[src/hdl/lsa_ram.sv]
`default_nettype none
module lsa_ram #(
  parameter int WIDTH = 8,
  parameter int DEPTH = 16
) (
  input  wire logic                     clk,
  input  wire logic                     we,
  input  wire logic [$clog2(DEPTH)-1:0] waddr,
  input  wire logic [WIDTH-1:0]         wdata,
  input  wire logic                     re,
  input  wire logic [$clog2(DEPTH)-1:0] raddr,
  output logic      [WIDTH-1:0]         rdata
);

  logic [WIDTH-1:0] mem [0:DEPTH-1];

  always_ff @(posedge clk) begin
    if (we) begin
      mem[waddr] <= wdata;
    end
    if (re) begin
      rdata <= mem[raddr];
    end
  end

endmodule
`default_nettype wire

[config.mk]
export PLATFORM = sky130hd
export DESIGN_NAME = lsa_ram
export DESIGN_NICKNAME = d
export VERILOG_FILES = /design/src/hdl/lsa_ram.sv
export SDC_FILE = /design/constraint.sdc
export NUM_CORES = 1
export LEC_CHECK = 0
export BUFFER_PORTS_ARGS = -buffer_cell sky130_fd_sc_hd__buf_2
export CORE_MARGIN = 2
export CORE_UTILIZATION = 40
export DETAILED_ROUTE_END_ITERATION = 12
export HOLD_SLACK_MARGIN = 0.03
export MAX_ROUTING_LAYER = met4
export PLACE_DENSITY = 0.61
export SYNTH_ARGS = -nofsm -noshare
export SYNTH_HDL_FRONTEND = slang
export SYNTH_SLANG_ARGS = --single-unit
[constraint.sdc]
create_clock -name clk -period 1.8 [get_ports clk]
set_clock_uncertainty 0.05 [all_clocks]
set_input_delay 0.27 -clock clk [delete_from_list [all_inputs] [get_ports clk]]
set_output_delay 0.27 -clock clk [all_outputs]
set_load 0.005 [all_outputs]
==> impl_metrics.yaml <==
drt:
  first_iter_violations: 153
  wl_mm: 9.98
  dr.pass1.iters: 4
  wire_per_inst_um: 20.9
  via_count: 2479
  postRouteAntennaNets: 0
  drc: 0
  viasPerCell: 5.20
floorplanning:
  dieArea_sq_um: 14000
  io_pins: 27
  fp-row-count: 41
  core_sq_um: 12700
  die_w_um: 118
  die_h_um: 118
  start_util_pct: 41.3
logic_synthesis:
  synth_top_cell_area_share_pct: 78.1
  synthArstFlopShare_pct: 0
  synth_top_family_by_area: "multiplexers"
  ys_ff_latch: 136
  synthTopCellsByArea: "edfxtp_1 (78%), mux4_2 (7.8%), mux4_1 (7.0%)"
  yosysMostFrequentCell: "edfxtp_1"
  synth_flop_cell: "edfxtp_1"
  synth_common_cells: "edfxtp_1 (136), mux4_2 (18), a22oi_1 (16)"
  synth_simple_gate_area_share_pct: 3.14
  syn_nets: 248
  ys_seq_area_share_pct: 78.1
  synth_compound_area_share_pct: 2.30
  yosys.area_share.adder_pct: 0
  synth_area_leader_cell: "edfxtp_1"
  synth_warnings: 0
  postSynthAreaPerCell_sq_um: 22.8
  synth_edf_count: 136
  synth_mux_area_share_pct: 14.8
  synth_area_sq_um: 5230
  yosysUniqueCellTypes: 18
  synth_xor_area_share_pct: 0
  synthCells: 229
setup_path:
  critPathMaxFanout: 1
  path_class: "reg -> reg"
  r2r_start: "mem[3][4]"
  rrSetupSlack_ps: 270
  worstPathRequired_ps: 1900
  r2r-end: "rdata[4]"
  max_stage_delay_ps: 470
  critPathLaunchType: "register"
  r2r_cells: 3
  crit_slowest_cell: "mux4_2"
  crit_chain: "mux4_2, a22oi_1, nand2_1"
  critPathCaptureType: "register"
  worstPathArrival_ps: 1630
worst_hold_path:
  hold_class: "in -> reg"
  hold_depth: 1
  min_to: "rdata[7]"
  holdCritStartpoint: "re"
clock_network:
  clk_path_buf_depth: 2
  ctsHoldBuffers: 0
  tritoncts: "yes"
  clk_pin_slew_ps: 60
  cts_buffers: 17
  cts.sinks: 136
  cts_repair_resize_count: 0
  worst_skew_pair.late_latency_ps: 410
  htree_levels: 4
  cts_setup_buffers: 0
  cts_root_buf: "clkbuf_16"
global_route:
  gr-usage-met1_pct: 20.2
  gr-total-overflow: 0
  use_met2_pct: 24.6
  antenna_found_initial: 0
  busiest_layer: "met2"
  grt_max_degree: 20
  grt_pass1_wl_mm: 15.5
  use_met3_pct: 4.49
  track_usage_pct: 15.9
  grt_pass1_vias: 2621
final_layout:
  design_area_sq_um: 6350
  area_growth_pct: 21.4
  finish.utilization_pct: 50.1
  drive_above_1_share_pct: 34.1
  antenna_cells: 0
  finalNetCount: 311
  fillerInstances: 1022
  fin_cells: 477
pwr:
  irDropWorstVdd_uv: 681
  total_power_mw: 7.43
  power_density_nw_per_um2: 1170
  leakagePower_nw: 2.16
timing:
  setup_viol: 0
  drv_slew: 0
  worst_pin_slew_ps: 731
  fmax_mhz: 652
  slew_headroom_pct: 51.1
  setup_ws_ps: 265
  grt_setup_unrepaired: "false"
  timing.final.crit_share_pct: 85.3
  fin_hold_ws_ps: 163
  hold_viol_final: 0
  period_needed_ps: 1530
  setup_tns_ps: 0
place:
  place_area_sq_um: 5740
  dp_cells: 445
  gp_congestion: 0.739
  place_hpwl_mm: 6.45
  detailedPlace.worstSlack_ps: -47.7
  io_buffers: 26
run_status:
  status: "completed"
flow_run:
  drv_cap: 0
==> critical path, delay by kind of cell, from the launching register on <==
family           cells  cell delay (ps)
multiplexers         1              470
flip-flops           1              350
AO/OA/AOI/OAI        1              310
AND/OR/NAND/NOR      1               90
==> worst max path at each step <==
| stage | from | endpoint | depth (start not counted) |
|---|---|---|---|
| after floorplan | raddr[0] | rdata[1] | 5 |
| after global placement | raddr[0] | rdata[2] | 5 |
| after detailed placement | raddr[0] | rdata[2] | 5 |
| after CTS | mem[5][2] | rdata[2] | 3 |
| after global routing | mem[5][2] | rdata[2] | 3 |
| final | mem[3][4] | rdata[4] | 3 |
==> report_power, final <==
group / internal [mW] / leakage, nW / switching, mW
logic: 0.151 / 0.635 / 0.191
registers: 3.57 / 1.24 / 0.0151
clock network: 2.29 / 0.293 / 1.21
==> registers in the layout (all words and copies together) (netlist names) <==
signal / flops
mem: 128
rdata: 8
==> cell usage in the layout, fill, tap and decap left out, drive strengths merged, types with 2 or more instances in the layout <==
cell and n:
nor3 4, nand2 9, buf 54, clkinv 8
bufinv 4, clkinvlp 3, nand3b 2, clkbuf 17
mux4 32, edfxtp 136, a22oi 16, nor2 13
nand2b 2
==> kinds of logic after synthesis <==
kind of cell           Yosys count
buffers and inverters           10
DFF                            136
AOI/OAI and AO/OA               16
and+or+nand+nor                 35
muxes                           32
==> layout make-up <==
cell class,instances,area (sq um),area share [%]
flip-flops and latches,136,4080,64.3
multi-input cells,83,1060,16.7
clock buffers,17,425,6.70
repair buffers,54,378,5.95
well taps,172,215,3.39
clock inverters,15,184,2.90
==> routing by layer <==
layer | wire length [um] | part of all wire [%]
met4 | 131 | 1.3
met3 | 580 | 5.8
met1 | 4210 | 42
met2 | 5060 | 51
met5 | 0 | 0
Note: power is estimated with default switching activity, not from simulation.
