--- config.mk ---
export PLATFORM = sky130hd
export DESIGN_NAME = lsa_div
export DESIGN_NICKNAME = d
export VERILOG_FILES = /design/src/hdl/lsa_pkg.sv /design/src/hdl/lsa_div.sv
export SDC_FILE = /design/constraint.sdc
export NUM_CORES = 1
export LEC_CHECK = 0
export ABC_AREA = 1
export ABC_CLOCK_PERIOD_IN_PS = 13100
export BUFFER_PORTS_ARGS = -buffer_cell sky130_fd_sc_hd__buf_2
export CAP_MARGIN = 20
export CORE_UTILIZATION = 54
export DETAILED_ROUTE_END_ITERATION = 8
export PLACE_DENSITY = 0.81
export SLEW_MARGIN = 10
export SYNTH_ARGS = -nofsm -noshare
export SYNTH_HDL_FRONTEND = slang
export SYNTH_SLANG_ARGS = --single-unit
--- constraint.sdc ---
create_clock -name clk -period 13.1 [get_ports clk]
set_input_delay 2.62 -clock clk [delete_from_list [all_inputs] [get_ports clk]]
set_output_delay 2.62 -clock clk [all_outputs]
set_load 0.1 [all_outputs]
--- src/hdl/lsa_pkg.sv ---
`default_nettype none
package lsa_pkg;

  localparam int MAX_POINTS_DEF = 1024;

  localparam int EXP_BITS = 16;
  localparam logic [31:0] K_LORENTZ = 32'd1367130551;
  localparam logic [31:0] K_GAUSS = 32'd2017426194;

  localparam int ACC_W = 48;
  localparam int DIV_W = 64;

  typedef enum logic [1:0] {
    MODE_ADD   = 2'd0,
    MODE_READ  = 2'd1,
    MODE_CLEAR = 2'd2,
    MODE_NONE  = 2'd3
  } mode_t;

  typedef enum logic [1:0] {
    KIND_LOR_ABS  = 2'd0,
    KIND_LOR_DISP = 2'd1,
    KIND_GAUSS    = 2'd2,
    KIND_NONE     = 2'd3
  } kind_t;

  typedef enum logic [1:0] {
    REG_FIELD_START = 2'd0,
    REG_FIELD_STEP  = 2'd1,
    REG_POINTS_USED = 2'd2,
    REG_NONE        = 2'd3
  } reg_index_t;

  typedef logic [63:0] pow_tab_t [0:EXP_BITS];

  // t[j] = 2^(-2^-j) in q0.32, each entry the integer square root of the last times 2^32
  function automatic pow_tab_t make_pow_tab();
    pow_tab_t t;
    logic [63:0] n;
    logic [63:0] r;
    logic [63:0] b;
    t[0] = 64'h8000_0000;
    for (int j = 1; j <= EXP_BITS; j++) begin
      n = t[j-1] << 32;
      r = '0;
      b = 64'h4000_0000_0000_0000;
      for (int k = 0; k < 32; k++) begin
        if (n >= r + b) begin
          n = n - (r + b);
          r = (r >> 1) + b;
        end else begin
          r = r >> 1;
        end
        b = b >> 2;
      end
      t[j] = r;
    end
    return t;
  endfunction

  localparam pow_tab_t POW_TAB = make_pow_tab();

endpackage
`default_nettype wire

--- src/hdl/lsa_div.sv ---
`default_nettype none
// radix-2 restoring divider, one quotient bit a cycle
module lsa_div (
  input  wire logic                          clk,
  input  wire logic                          rst,
  input  wire logic                          start,
  input  wire logic [lsa_pkg::DIV_W-1:0]     dividend,
  input  wire logic [lsa_pkg::DIV_W-2:0]     divisor,
  output logic                               done,
  output logic      [lsa_pkg::DIV_W-1:0]     quotient
);

  localparam int W = lsa_pkg::DIV_W;
  localparam int CW = $clog2(W + 1);

  logic [W-2:0]  rem;
  logic [W-2:0]  dsr;
  logic [CW-1:0] cnt;
  logic [W-1:0]  rsh;
  logic          fits;

  assign rsh = {rem, quotient[W-1]};
  assign fits = rsh >= {1'b0, dsr};

  always_ff @(posedge clk) begin
    if (rst) begin
      cnt <= '0;
      done <= 1'b0;
    end else begin
      done <= 1'b0;
      if (start) begin
        rem <= '0;
        dsr <= divisor;
        quotient <= dividend;
        cnt <= CW'(W);
      end else if (cnt != '0) begin
        rem <= fits ? (W-1)'(rsh - {1'b0, dsr}) : rsh[W-2:0];
        quotient <= {quotient[W-2:0], fits};
        cnt <= cnt - 1'b1;
        done <= (cnt == CW'(1));
      end
    end
  end

endmodule
`default_nettype wire

==> impl_metrics.py <==
metrics = {
    "drt": {
        "post-route-drc-count": 0,
        "postRouteAntennaNets": 0,
        "first_pass_iters": 6,
        "drt-total-wl_mm": 40.1,
        "vias": 13200,
        "routed_via_density": 5.06,
        "drt_iter0_markers": 1107,
        "wl_per_cell_um": 15.4,
    },
    "timing": {
        "worst_pin_slew_ns": 1.06,
        "post-route-period-util_pct": 46.9,
        "fin_worst_skew_ns": 0.0215,
        "max_slew_margin_pct": 28.9,
        "max_freq_mhz": 163,
        "setup_viol_count_final": 0,
        "rsz0062_at_grt": "no",
        "final-hold-violation-count": 0,
        "fin_crit_ns": 6.15,
        "setup_tns_ns": 0,
        "maxSlewViolCount": 0,
    },
    "power_and_ir_drop": {
        "clockPowerShare_pct": 19.7,
        "leakage_nw": 8.89,
        "seq_power_share_pct": 32.4,
        "power_density_nw_per_um2": 172,
        "p_comb_share_pct": 48.0,
        "p_total_w": 0.00275,
        "switchingPower_w": 0.00130,
        "swShare_pct": 47.4,
        "ir_drop_v": 0.0000994,
        "p_int_w": 0.00145,
    },
    "yosys": {
        "yosysTopAreaCellShare_pct": 40.4,
        "synth_edf_count": 190,
        "synthesis.nets": 2269,
        "ys_seq_elements": 198,
        "synth_mux_area_share_pct": 0,
        "async_reset_ff_share_pct": 0,
        "yosysTopAreaCell": "edfxtp_1",
        "post-synth-top-count-cell": "nand2_1",
        "yosysUniqueCellTypes": 38,
        "synthFlopType": "edfxtp_1",
        "synth_xor_area_share_pct": 1.98,
        "synthCells": 2073,
        "ys_seq_area_share_pct": 41.5,
        "yosys.area_share.simple_pct": 34.6,
        "synth.top_cells.by_area": "edfxtp_1, nand2_1, inv_1, ha_1, nor2_1",
        "synth_area_per_cell_um2": 6.82,
        "synthAdderAreaFrac_pct": 5.90,
        "yosysWarnings": 0,
        "synth_area_um2": 14100,
        "synth_compound_area_share_pct": 3.43,
        "synth_commonest_cells": "nand2_1, inv_1, nor2_1",
        "synth_top_family_by_area": "simple AND/OR/NAND/NOR gates",
    },
    "grt": {
        "grt_pass1_vias": 12000,
        "grt_max_degree": 86,
        "globalRouteTotalUtil_pct": 30.5,
        "grt_pass1_wl_mm": 62.2,
        "grt_antenna_before_repair": 0,
        "grt-ovfl-total": 0,
    },
    "critical_path": {
        "r2r-end": "rem[55]$_SDFFCE_PP0P_",
        "cp.arrival_ns": 6.26,
        "r2r_start": "quotient[63]$_DFFE_PP_",
        "reg2reg_slack_ns": 9.38,
        "cp_slowest_cell": "clkinv_2",
        "end_kind": "flip-flop",
        "crit_top_cell": "buf_4",
        "required_ns": 13.21,
        "critPathMaxFanout": 79,
        "crit_type": "primary input to flip-flop",
        "path_cells": "buf_2, buf_4, clkinv_2, a21oi_4, buf_4, buf_4, buf_16",
        "critPathMaxStageDelay_ns": 0.99,
        "cp-start-kind": "primary input",
        "crit_path_start": "start",
        "worstSetupEndpoint": "rem[41]$_SDFFCE_PP0P_",
        "r2r_cells": 18,
    },
    "finish": {
        "final_net_count": 2456,
        "syn2layout_area_growth_pct": 13.2,
        "design_area_um2": 16000,
        "n_antenna_cell": 0,
        "drive_gt1_share_pct": 12.1,
    },
    "placed_design": {
        "post-dp-hpwl_mm": 31.3,
        "placed_area_um2": 15400,
        "globalplace.congestion": 1.01,
        "io_buffers": 194,
    },
    "floorplanning": {
        "die_y_um": 164,
        "dieArea_um2": 26800,
        "start_util_pct": 55.7,
        "pin_count": 195,
        "core-area_um2": 25400,
        "dieWidth_um": 164,
        "num_rows": 58,
    },
    "clock_network": {
        "cts_setup_buffers": 0,
        "cts_tree": "built",
        "cts-root-buf": "clkbuf_16",
        "htree_levels": 4,
        "clk_pin_slew_worst_paths_ns": 0.09,
        "cts_resized": 0,
        "clock_latency_ns": 0.46,
        "ctsLongestPathBuffers": 2,
        "hold_buffers": 0,
        "cts-buffers-inserted": 17,
        "clkSinkCount": 198,
    },
    "hold_path": {
        "holdCritPathClass": "flip-flop to flip-flop",
    },
    "flow_run": {
        "max_cap_violations": 0,
    },
    "run_status": {
        "status": "finished clean",
    },
}
final cells by class:
type / instances / area, um^2
Fill cell: 2385 / 9400
Multi-Input combinational cell: 1416 / 6510
Sequential cell: 198 / 5870
Inverter: 426 / 1600
Timing Repair Buffer: 201 / 1040
Clock buffer: 19 / 433
Tap cell: 330 / 413
Clock inverter: 13 / 136
cell families (layout without fill, tap and decap cells):
kind of cell	count (synthesis)	in the layout
DFF	198	198
buffers and inverters	459	659
adders and majority gates	66	66
AOI/OAI and AO/OA	94	94
and+or+nand+nor	1224	1224
xor gates and xnor gates	32	32
sequential cells by signal (all words and copies together), names as in the netlist:
| register | count |
|---|---|
| cnt | 7 |
| done | 1 |
| dsr | 63 |
| rem | 63 |
| quotient | 64 |
metrics by stage:
step	hold WS [ns]	cells	setup slack [ns]	util, %
final	0.477	2603	6.95	63.0
after global routing	0.519	2603	6.71	63.0
after CTS	0.481	2602	6.71	62.9
after detailed placement	0.469	2570	6.21	60.6
after global placement	0.454	2570	6.38	60.6
after floorplan	0.439	2073	3.21	-
layout by cell type (no fill, tap or decap), drive strengths merged, types with 3 or more instances in the layout:
cell,instances
nand2,901
inv,431
nor2,217
buf,201
edfxtp,190
ha,65
nand3,61
a21oi,49
o21ai,41
xor2,29
clkbuf,19
nand4,18
nor3,10
nand3b,8
dfxtp,8
clkinv,6
nor4,4
and2,3
xnor2,3
routing by layer:
metal  vias to the layer above  global-route usage, %  wire (um)
li1                       6648                      -          -
met4                         0                   8.75        923
met5                         -                      0          0
met2                       567                   50.0      18200
met1                      5908                   41.8      17800
met3                        49                   4.70       3210
how the worst min path moves through the flow:
| stage | start | end | slack, ns | cells past startpoint |
|---|---|---|---|---|
| after floorplan | cnt[6]$_SDFFE_PP0N_ | cnt[6]$_SDFFE_PP0N_ | 0.44 | 2 |
| after global placement | cnt[3]$_SDFFE_PP0P_ | cnt[3]$_SDFFE_PP0P_ | 0.45 | 2 |
| after detailed placement | cnt[3]$_SDFFE_PP0P_ | cnt[3]$_SDFFE_PP0P_ | 0.47 | 2 |
| after CTS | cnt[3]$_SDFFE_PP0P_ | cnt[3]$_SDFFE_PP0P_ | 0.48 | 2 |
| after global routing | cnt[3]$_SDFFE_PP0P_ | cnt[3]$_SDFFE_PP0P_ | 0.52 | 2 |
| final | cnt[3]$_SDFFE_PP0P_ | cnt[3]$_SDFFE_PP0P_ | 0.48 | 2 |
worst max-delay path, delay by kind of cell:
family,cells,cell delay (ns)
buf+inv,6,2.78
compound gates,1,0.65
power groups by stage:
stage / sequential, W / combinational (W) / clock (W)
after CTS: 0.000891 / 0.00130 / 0.000545
after detailed placement: 0.000902 / 0.00129 / 0
final: 0.000891 / 0.00132 / 0.000541
after global placement: 0.000901 / 0.00126 / 0
after global routing: 0.000901 / 0.00145 / 0.000565
after floorplan: 0.00109 / 0.000801 / 0
No activity file was read; power rests on OpenSTA's default activity.
